==> src/hdl/ere_pkg.sv <==
// ----------------------------------------------------------------------------
// ere_pkg
// Shared types and constants of the edit record encoder: event kinds, error
// codes, unit encoding constants and the controller/datapath command and
// status groups.
// ----------------------------------------------------------------------------
package ere_pkg;

  localparam int unsigned RemW      = 19;
  localparam int unsigned PendDepth = 5;
  localparam int unsigned PendCntW  = 3;

  localparam logic [15:0]     UnchUnitMax   = 16'h0fff;
  localparam logic [RemW-1:0] UnchLenMax    = RemW'(4096);
  localparam logic [15:0]     ShortUnitMax  = 16'h6fff;
  localparam logic [30:0]     ShortWidthMax = 31'd6;
  localparam logic [5:0]      FieldOneTrail = 6'd61;
  localparam logic [5:0]      FieldTwoTrail = 6'd62;
  localparam logic [15:0]     HeadBase      = 16'h7000;
  localparam logic [15:0]     TrailFlag     = 16'h8000;
  localparam logic [30:0]     TrailMax      = 31'h7fff;
  localparam logic [30:0]     SpanLimit     = 31'd262144;
  localparam logic [30:0]     CountMax      = 31'h7fffffff;

  typedef enum logic [1:0] {
    KindUnch = 2'd0,
    KindRepl = 2'd1,
    KindFin  = 2'd2
  } kind_e;

  typedef enum logic [1:0] {
    ErrNone = 2'd0,
    ErrNeg  = 2'd1,
    ErrOvf  = 2'd2,
    ErrSpan = 2'd3
  } err_e;

  typedef enum logic [2:0] {
    StIdle = 3'b001,
    StEval = 3'b010,
    StPush = 3'b100
  } state_e;

  typedef struct packed {
    logic capture;
    logic eval;
    logic push;
  } cmd_t;

  typedef struct packed {
    logic out_free;
    logic start_push;
    logic push_final;
  } sts_t;

endpackage

==> src/hdl/ere_ctrl.sv <==
// ----------------------------------------------------------------------------
// ere_ctrl
// Sequencer of the edit record encoder: takes a request, has the datapath
// evaluate it, then steps it through one push per cycle while the output is free.
// ----------------------------------------------------------------------------
module ere_ctrl (
  input  logic          clk_i,
  input  logic          rst_ni,
  input  logic          in_valid_i,
  output logic          in_ready_o,
  input  ere_pkg::sts_t sts_i,
  output ere_pkg::cmd_t cmd_o
);
  import ere_pkg::*;

  state_e state_q, state_d;

  always_comb begin
    state_d       = state_q;
    in_ready_o    = 1'b0;
    cmd_o.capture = 1'b0;
    cmd_o.eval    = 1'b0;
    cmd_o.push    = 1'b0;
    case (state_q)
      StIdle: begin
        in_ready_o = 1'b1;
        if (in_valid_i) begin
          cmd_o.capture = 1'b1;
          state_d       = StEval;
        end
      end
      StEval: begin
        if (sts_i.out_free) begin
          cmd_o.eval = 1'b1;
          state_d    = sts_i.start_push ? StPush : StIdle;
        end
      end
      StPush: begin
        if (sts_i.out_free) begin
          cmd_o.push = 1'b1;
          if (sts_i.push_final) begin
            state_d = StIdle;
          end
        end
      end
      default: begin
        state_d = StIdle;
      end
    endcase
  end

  always_ff @(posedge clk_i or negedge rst_ni) begin
    if (!rst_ni) begin
      state_q <= StIdle;
    end else begin
      state_q <= state_d;
    end
  end

endmodule

==> src/hdl/ere_datapath.sv <==
// ----------------------------------------------------------------------------
// ere_datapath
// Encoder state, event evaluation, pending unit list, span splitter and the
// output register.
// ----------------------------------------------------------------------------
module ere_datapath (
  input  logic                 clk_i,
  input  logic                 rst_ni,
  input  ere_pkg::cmd_t        cmd_i,
  output ere_pkg::sts_t        sts_o,
  input  logic [1:0]           kind_i,
  input  logic signed [31:0]   first_length_i,
  input  logic signed [31:0]   second_length_i,
  output logic                 out_valid_o,
  input  logic                 out_ready_i,
  output logic                 has_unit_o,
  output logic [15:0]          record_unit_o,
  output logic                 is_last_o,
  output logic signed [31:0]   total_delta_o,
  output logic [30:0]          change_count_o,
  output logic [1:0]           error_code_o
);
  import ere_pkg::*;

  typedef struct packed {
    logic [5:0]  field;
    logic [1:0]  n;
    logic [15:0] t0;
    logic [15:0] t1;
  } lf_t;

  function automatic lf_t len_field(input logic [30:0] v);
    lf_t r;
    r.field = v[5:0];
    r.n     = 2'd0;
    r.t0    = '0;
    r.t1    = '0;
    if (v < 31'(FieldOneTrail)) begin
      r.field = v[5:0];
    end else if (v <= TrailMax) begin
      r.field = FieldOneTrail;
      r.n     = 2'd1;
      r.t0    = TrailFlag | {1'b0, v[14:0]};
    end else begin
      r.field = FieldTwoTrail + {5'd0, v[30]};
      r.n     = 2'd2;
      r.t0    = TrailFlag | {1'b0, v[29:15]};
      r.t1    = TrailFlag | {1'b0, v[14:0]};
    end
    return r;
  endfunction

  logic [1:0]         kind_q, kind_d;
  logic signed [31:0] first_q, first_d, second_q, second_d;
  logic signed [32:0] diff_q, diff_d;

  logic [15:0]        held_unit_q, held_unit_d;
  logic               held_valid_q, held_valid_d;
  logic signed [31:0] delta_q, delta_d;
  logic [30:0]        count_q, count_d;
  err_e               err_q, err_d;

  logic                span_q, span_d;
  logic [RemW-1:0]     rem_q, rem_d;
  logic [15:0]         pend_q [PendDepth];
  logic [15:0]         pend_d [PendDepth];
  logic [PendCntW-1:0] pend_cnt_q, pend_cnt_d;

  logic               out_valid_q, out_valid_d;
  logic               has_q, has_d;
  logic [15:0]        unit_q, unit_d;
  logic               last_q, last_d;
  logic signed [31:0] odelta_q, odelta_d;
  logic [30:0]        ocount_q, ocount_d;
  logic [1:0]         oerr_q, oerr_d;

  logic [15:0]         last_unit;
  logic [11:0]         room;
  logic                below;
  logic [RemW-1:0]     len19;
  logic                fits;
  logic [RemW-1:0]     rem_start;
  logic                too_long;
  logic                short_same;
  logic                short_merge;
  logic [30:0]         count_inc;
  logic signed [33:0]  nd;
  logic                ovf;
  lf_t                 fo, fn;
  logic [15:0]         seq [PendDepth];
  logic [PendCntW-1:0] seq_cnt;
  logic                span_big;
  logic [15:0]         push_unit;
  logic                out_free;
  logic                start_push;
  logic                push_final;

  assign out_free  = !out_valid_q || out_ready_i;
  assign span_big  = rem_q >= UnchLenMax;
  assign push_unit = span_q ? (span_big ? UnchUnitMax : {4'h0, rem_q[11:0] - 12'd1})
                            : pend_q[0];

  assign push_final = span_q ? (rem_q <= UnchLenMax) : (pend_cnt_q == PendCntW'(1));
  assign sts_o      = '{out_free: out_free, start_push: start_push, push_final: push_final};

  always_comb begin
    last_unit   = held_valid_q ? held_unit_q : 16'hffff;
    below       = last_unit < UnchUnitMax;
    room        = UnchUnitMax[11:0] - last_unit[11:0];
    len19       = first_q[RemW-1:0];
    too_long    = first_q[30:0] > SpanLimit;
    fits        = below && ({7'd0, room} >= len19);
    rem_start   = below ? (len19 - {7'd0, room}) : len19;
    short_same  = (first_q == second_q) && !first_q[31] && (first_q != 32'sd0)
                  && (first_q[30:0] <= ShortWidthMax);
    short_merge = (last_unit > UnchUnitMax) && (last_unit < ShortUnitMax)
                  && (last_unit[15:12] == {1'b0, first_q[2:0]})
                  && (last_unit[11:0] < UnchUnitMax[11:0]);
    count_inc   = (count_q == CountMax) ? count_q : count_q + 31'd1;
    nd          = {{2{delta_q[31]}}, delta_q} + {diff_q[32], diff_q};
    ovf         = (nd[33:31] != 3'b000) && (nd[33:31] != 3'b111);
    fo          = len_field(first_q[30:0]);
    fn          = len_field(second_q[30:0]);
    for (int i = 0; i < PendDepth; i++) begin
      seq[i] = '0;
    end
    seq[0] = HeadBase | {4'h0, fo.field, fn.field};
    case (fo.n)
      2'd0: begin
        seq[1] = fn.t0;
        seq[2] = fn.t1;
      end
      2'd1: begin
        seq[1] = fo.t0;
        seq[2] = fn.t0;
        seq[3] = fn.t1;
      end
      default: begin
        seq[1] = fo.t0;
        seq[2] = fo.t1;
        seq[3] = fn.t0;
        seq[4] = fn.t1;
      end
    endcase
    seq_cnt = PendCntW'(1) + PendCntW'(fo.n) + PendCntW'(fn.n);
  end

  always_comb begin
    kind_d       = kind_q;
    first_d      = first_q;
    second_d     = second_q;
    diff_d       = diff_q;
    held_unit_d  = held_unit_q;
    held_valid_d = held_valid_q;
    delta_d      = delta_q;
    count_d      = count_q;
    err_d        = err_q;
    span_d       = span_q;
    rem_d        = rem_q;
    pend_d       = pend_q;
    pend_cnt_d   = pend_cnt_q;
    out_valid_d  = out_valid_q && !out_ready_i;
    has_d        = has_q;
    unit_d       = unit_q;
    last_d       = last_q;
    odelta_d     = odelta_q;
    ocount_d     = ocount_q;
    oerr_d       = oerr_q;
    start_push   = 1'b0;

    if (cmd_i.capture) begin
      kind_d   = kind_i;
      first_d  = first_length_i;
      second_d = second_length_i;
      diff_d   = {second_length_i[31], second_length_i} - {first_length_i[31], first_length_i};
    end

    if (cmd_i.eval) begin
      case (kind_q)
        KindUnch: begin
          if (err_q == ErrNone && first_q != 32'sd0) begin
            if (first_q[31]) begin
              err_d = ErrNeg;
            end else if (too_long) begin
              err_d = ErrSpan;
            end else if (fits) begin
              held_unit_d = {4'h0, last_unit[11:0] + len19[11:0]};
            end else begin
              if (below) begin
                held_unit_d = UnchUnitMax;
              end
              span_d     = 1'b1;
              rem_d      = rem_start;
              start_push = 1'b1;
            end
          end
        end
        KindRepl: begin
          if (err_q == ErrNone) begin
            if (short_same) begin
              count_d = count_inc;
              if (short_merge) begin
                held_unit_d = held_unit_q + 16'd1;
              end else begin
                span_d     = 1'b0;
                pend_d[0]  = {1'b0, first_q[2:0], 12'h000};
                pend_cnt_d = PendCntW'(1);
                start_push = 1'b1;
              end
            end else if (first_q[31] || second_q[31]) begin
              err_d = ErrNeg;
            end else if (first_q != 32'sd0 || second_q != 32'sd0) begin
              count_d = count_inc;
              if (ovf) begin
                err_d = ErrOvf;
              end else begin
                delta_d    = nd[31:0];
                span_d     = 1'b0;
                pend_d     = seq;
                pend_cnt_d = seq_cnt;
                start_push = 1'b1;
              end
            end
          end
        end
        KindFin: begin
          out_valid_d  = 1'b1;
          has_d        = held_valid_q;
          unit_d       = held_valid_q ? held_unit_q : 16'h0000;
          last_d       = 1'b1;
          odelta_d     = delta_q;
          ocount_d     = count_q;
          oerr_d       = err_q;
          held_unit_d  = '0;
          held_valid_d = 1'b0;
          delta_d      = '0;
          count_d      = '0;
          err_d        = ErrNone;
        end
        default: begin
        end
      endcase
    end

    if (cmd_i.push) begin
      if (held_valid_q) begin
        out_valid_d = 1'b1;
        has_d       = 1'b1;
        unit_d      = held_unit_q;
        last_d      = push_final;
        odelta_d    = '0;
        ocount_d    = '0;
        oerr_d      = err_q;
      end
      held_unit_d  = push_unit;
      held_valid_d = 1'b1;
      if (span_q) begin
        rem_d = span_big ? rem_q - UnchLenMax : '0;
      end else begin
        for (int i = 0; i < PendDepth - 1; i++) begin
          pend_d[i] = pend_q[i+1];
        end
        pend_cnt_d = pend_cnt_q - PendCntW'(1);
      end
    end
  end

  always_ff @(posedge clk_i or negedge rst_ni) begin
    if (!rst_ni) begin
      held_unit_q  <= '0;
      held_valid_q <= 1'b0;
      delta_q      <= '0;
      count_q      <= '0;
      err_q        <= ErrNone;
      span_q       <= 1'b0;
      rem_q        <= '0;
      pend_cnt_q   <= '0;
      out_valid_q  <= 1'b0;
    end else begin
      held_unit_q  <= held_unit_d;
      held_valid_q <= held_valid_d;
      delta_q      <= delta_d;
      count_q      <= count_d;
      err_q        <= err_d;
      span_q       <= span_d;
      rem_q        <= rem_d;
      pend_cnt_q   <= pend_cnt_d;
      out_valid_q  <= out_valid_d;
    end
  end

  always_ff @(posedge clk_i) begin
    kind_q   <= kind_d;
    first_q  <= first_d;
    second_q <= second_d;
    diff_q   <= diff_d;
    pend_q   <= pend_d;
    has_q    <= has_d;
    unit_q   <= unit_d;
    last_q   <= last_d;
    odelta_q <= odelta_d;
    ocount_q <= ocount_d;
    oerr_q   <= oerr_d;
  end

  assign out_valid_o    = out_valid_q;
  assign has_unit_o     = has_q;
  assign record_unit_o  = unit_q;
  assign is_last_o      = last_q;
  assign total_delta_o  = odelta_q;
  assign change_count_o = ocount_q;
  assign error_code_o   = oerr_q;

  a_push_holds_unit: assert property (@(posedge clk_i) disable iff (!rst_ni)
    cmd_i.push |=> held_valid_q)
    else $error("held unit not valid after a push");

  a_span_rem_nonzero: assert property (@(posedge clk_i) disable iff (!rst_ni)
    (cmd_i.push && span_q) |-> (rem_q != '0))
    else $error("span push with nothing remaining");

  a_empty_result_is_finish: assert property (@(posedge clk_i) disable iff (!rst_ni)
    (out_valid_q && !has_q) |-> last_q)
    else $error("result without unit that is not a finish result");

  a_sticky_error: assert property (@(posedge clk_i) disable iff (!rst_ni)
    (err_q != ErrNone) |=> (err_q == $past(err_q) || err_q == ErrNone))
    else $error("sticky error changed without a clear");

endmodule

==> src/hdl/edit_record_encoder_unit.sv <==
// ----------------------------------------------------------------------------
// edit_record_encoder_unit
// Turns edit events into a stream of 16-bit edit record units with running
// totals, error tracking and a finish report.
// ----------------------------------------------------------------------------
// One request is processed at a time. A request is accepted, then evaluated,
// then the held-unit push sequencer pushes each of its units into the held
// slot, one push per cycle while the output is not stalled. An event that
// only merges or only flags an error pushes no unit, a short replacement
// pushes one, a long-form replacement up to five, and an unchanged span
// about one per 4096 of its length. Each pushed unit releases the previously
// held unit as a result; finish releases the held unit together with the
// totals.
module edit_record_encoder_unit (
  input  logic                clk_i,
  input  logic                rst_ni,
  input  logic                in_valid_i,
  output logic                in_ready_o,
  input  logic [1:0]          kind_i,
  input  logic signed [31:0]  first_length_i,
  input  logic signed [31:0]  second_length_i,
  output logic                out_valid_o,
  input  logic                out_ready_i,
  output logic                has_unit_o,
  output logic [15:0]         record_unit_o,
  output logic                is_last_o,
  output logic signed [31:0]  total_delta_o,
  output logic [30:0]         change_count_o,
  output logic [1:0]          error_code_o
);
  import ere_pkg::*;

  cmd_t cmd;
  sts_t sts;

  ere_ctrl u_ctrl (
    .clk_i      (clk_i),
    .rst_ni     (rst_ni),
    .in_valid_i (in_valid_i),
    .in_ready_o (in_ready_o),
    .sts_i      (sts),
    .cmd_o      (cmd)
  );

  ere_datapath u_datapath (
    .clk_i           (clk_i),
    .rst_ni          (rst_ni),
    .cmd_i           (cmd),
    .sts_o           (sts),
    .kind_i          (kind_i),
    .first_length_i  (first_length_i),
    .second_length_i (second_length_i),
    .out_valid_o     (out_valid_o),
    .out_ready_i     (out_ready_i),
    .has_unit_o      (has_unit_o),
    .record_unit_o   (record_unit_o),
    .is_last_o       (is_last_o),
    .total_delta_o   (total_delta_o),
    .change_count_o  (change_count_o),
    .error_code_o    (error_code_o)
  );

endmodule

==> config.mk <==
export PLATFORM = sky130hd
export DESIGN_NAME = edit_record_encoder_unit
export DESIGN_NICKNAME = d
export VERILOG_FILES = /design/src/hdl/ere_pkg.sv /design/src/hdl/ere_ctrl.sv /design/src/hdl/ere_datapath.sv /design/src/hdl/edit_record_encoder_unit.sv
export SDC_FILE = /design/constraint.sdc
export NUM_CORES = 1
export LEC_CHECK = 0
export BUFFER_PORTS_ARGS = -buffer_cell sky130_fd_sc_hd__buf_2
export CORE_MARGIN = 1.5
export CORE_UTILIZATION = 30
export DETAILED_ROUTE_END_ITERATION = 8
export PLACE_DENSITY_LB_ADDON = 0.25
export RECOVER_POWER = 25
export SKIP_CTS_REPAIR_TIMING = 1
export SLEW_MARGIN = 10
export SYNTH_ARGS = -nofsm -noshare
export SYNTH_HDL_FRONTEND = slang
export SYNTH_SLANG_ARGS = --single-unit
==> constraint.sdc <==
create_clock -name clk_i -period 9.6 [get_ports clk_i]
set_clock_uncertainty 0.2 [all_clocks]
set_input_delay 0.48 -clock clk_i [delete_from_list [all_inputs] [get_ports clk_i]]
set_output_delay 0.48 -clock clk_i [all_outputs]
set_load 0.005 [all_outputs]
==> reports/qor.yml <==
nNetsFinal: 2646
drive_gt1_frac: 0.0783
violations: "max-capacitance violations, max-slew violations"
ys_seq_elements: 371
synth_top_cell_area_share: 0.166
gp_congestion: 0.892
clockRootBuffer: "clkbuf_16"
period_share: 0.570
status: "finished, violations left"
drt_iter0_markers: 1625
synth_cell_type_count: 76
crit_required_ps: 9880
p_sw_frac: 0.364
maxSlewHeadroom: -0.855
worstMarginPinSlew_ps: 2780
grtUsageTotal: 0.188
drtPass1Iterations: 8
clockBufferDepth: 3
wl_per_cell_um: 19.7
clk_latency_ps: 590
grt_pass1_vias: 17600
die_x_um: 266
syn_area_per_cell_um2: 8.99
r2r_slack_ps: 4130
ant_nets: 0
hpwl_um: 49700
io_buffers: 154
final-hold-violation-count: 0
cap_violations: 1
vdd_drop_max_uv: 122
clkTransAtPathRegs_ps: 60
leakage_uw: 0.00994
slew_viol_final: 48
ys_seq_area_frac: 0.439
ios: 155
final_common_cell: "nand2_1"
ys.flop_type: "dfxtp_1"
pwr_density_cell_mw_per_mm2: 234
initial_utilization: 0.303
cts.sinks: 371
fp.dieArea_mm2: 0.0709
cp.arrival_ps: 5740
p_int_uw: 3640
vias: 18400
synthArstFlopShare: 0.294
drt-total-wl_um: 67900
cts_tree: "done"
synth.largest_area_cell: "edfxtp_1"
seq_area_mm2: 0.00913
setup_viol: 0
synth_area_leaders: "edfxtp_1, dfxtp_1, dfrtp_1"
core_area_mm2: 0.0686
die_h_um: 266
fmax_ghz: 0.183
synth_nets: 2477
cts_buffers: 43
syn_area_mm2: 0.0208
clkPwrFrac: 0.288
grt_pass1_wl_um: 104000
multi_input_area_mm2: 0.0108
n_fill_cell: 7065
placed_area_mm2: 0.0225
tns_ps: 0
area_growth_pct: 17.6
grt_start_max_net_pins: 91
fin_area_mm2: 0.0245
rsz0062_at_grt: "no"
drt-vias-per-instance: 5.32
row_count: 96
drc_errors: 0
hold_path.class: "primary input to flip-flop"
timing.final.crit_period_ps: 5470
critical_path_class: "flip-flop to flip-flop"
p_sw_uw: 2090
layout_common_cells: "nand2_1, a21oi_1, nor2_1"
path_max_fanout: 77
htreeDepth: 2
netlist_instances: 2312
end_kind: "flip-flop"
power_frac_seq: 0.404
combPwrFrac: 0.308
yosys_warnings: 0
antenna_found_initial: 0
globalRouteOverflowTotal: 0
synth_edf_count: 115
start_kind: "flip-flop"
[Yosys cell counts (6+ instances only)]
cell type and instances:
a211oi_1 10, a21o_1 42, a21oi_1 189, a221oi_1 24, a222oi_1 11, a31oi_1 47, a32o_1 33, and2_1 13
and3_1 25, and4_1 8, buf_1 10, buf_2 6, clkbuf_1 110, dfrtp_1 108, dfxtp_1 147, edfxtp_1 115
ha_1 90, inv_1 101, mux2_2 7, mux2i_1 33, nand2_1 336, nand2b_1 32, nand3_1 45, nand4_1 21
nor2_1 168, nor2b_1 16, nor3_1 39, nor4_1 37, o211ai_1 6, o21a_1 21, o21ai_0 128, o21ai_1 7
o21bai_1 18, o221ai_1 6, o22ai_1 11, o31ai_1 26, or3_1 15, or4_1 8, xnor2_1 74, xor2_1 79
[flip-flops by register name (all words and copies together), names as in the netlist, 2 cells and up]
name / flops
u_ctrl.state_q: 3
u_datapath.change_count_o: 31
u_datapath.count_q: 31
u_datapath.delta_q: 32
u_datapath.diff_q: 33
u_datapath.err_q: 2
u_datapath.error_code_o: 2
u_datapath.first_q: 32
u_datapath.held_unit_q: 16
u_datapath.kind_q: 2
u_datapath.pend_cnt_q: 3
u_datapath.pend_q: 80
u_datapath.record_unit_o: 16
u_datapath.rem_q: 19
u_datapath.second_q: 32
u_datapath.total_delta_o: 32
[metrics by stage]
stage                util  total power [uW]  setup slack (ps)  cells  hold WS, ps
finish              0.357              5730              4130   3448         49.9
global route        0.357              6050              3700   3447         15.4
CTS                 0.349              5740              4190   3381         -269
detailed placement  0.328              4070              4210   3301          232
global placement    0.328              4050              4310   3301          229
floorplan               -              3450              5530   2312        -15.6
[layout make-up]
| cell class | count | area share |
|---|---|---|
| inverter | 103 | 0.0158 |
| clock inverter | 24 | 0.00910 |
| multi-input combinational | 1710 | 0.442 |
| sequential | 371 | 0.373 |
| timing repair buffer | 252 | 0.0639 |
| antenna | 1 | 0.000102 |
| clock buffer | 56 | 0.0481 |
| tap | 931 | 0.0476 |
[power by group through the flow]
stage	clock network, uW	registers (uW)	logic [uW]
global route	1740	2340	1960
global placement	0	2330	1720
detailed placement	0	2340	1730
finish	1650	2310	1770
floorplan	0	2190	1270
CTS	1680	2300	1750
[layer usage]
| layer | global-route usage | vias to the layer above | part of all wire | routed length (um) |
|---|---|---|---|---|
| li1 | - | 8694 | - | - |
| met1 | 0.266 | 8959 | 0.47 | 31900 |
| met2 | 0.296 | 595 | 0.45 | 30300 |
| met3 | 0.0242 | 112 | 0.058 | 3930 |
| met4 | 0.0588 | 0 | 0.026 | 1780 |
| met5 | 0 | - | 0 | 0 |
[final timing paths]
| kind | from | to | depth (start not counted) |
|---|---|---|---|
| worst max-delay path | u_datapath.delta_q[0] | u_datapath.pend_q[73] | 16 |
| worst min-delay path | out_ready_i | u_datapath.out_valid_o | 3 |
| worst max register to register | u_datapath.delta_q[0] | u_datapath.pend_q[73] | 16 |
| worst min register to register | u_datapath.pend_q[1] | u_datapath.pend_q[17] | 2 |
| max in group asynchronous | rst_ni | u_datapath.rem_q[18] | 3 |
| min in group asynchronous | rst_ni | u_datapath.delta_q[31] | 2 |
[cell families (layout without fill, tap and decap cells)]
group | after synthesis | count (layout) | synth area share
AO/OA/AOI/OAI | 635 | 635 | 0.198
XOR/XNOR | 153 | 153 | 0.0644
adder cells (fa/ha/maj) | 95 | 95 | 0.0590
buffers and inverters | 231 | 435 | 0.0428
flip-flops | 371 | 371 | 0.439
multiplexers | 40 | 40 | 0.0197
other | 0 | 1 | 0
AND/OR/NAND/NOR | 787 | 787 | 0.177
[worst max-delay path, stage by stage, from the launching register on]
cell and delay [ps]:
dfrtp_1 370, ha_1 200, inv_1 60, fa_1 400, nor2b_1 160, o31a_1 190, o22ai_1 240, o21a_1 280
o21ai_1 330, a21oi_1 160, or3_1 370, o211ai_1 110, buf_4 340, nand3_4 400, buf_4 580, or4_1 640
o221a_2 290
(Power assumes the default switching activity.)
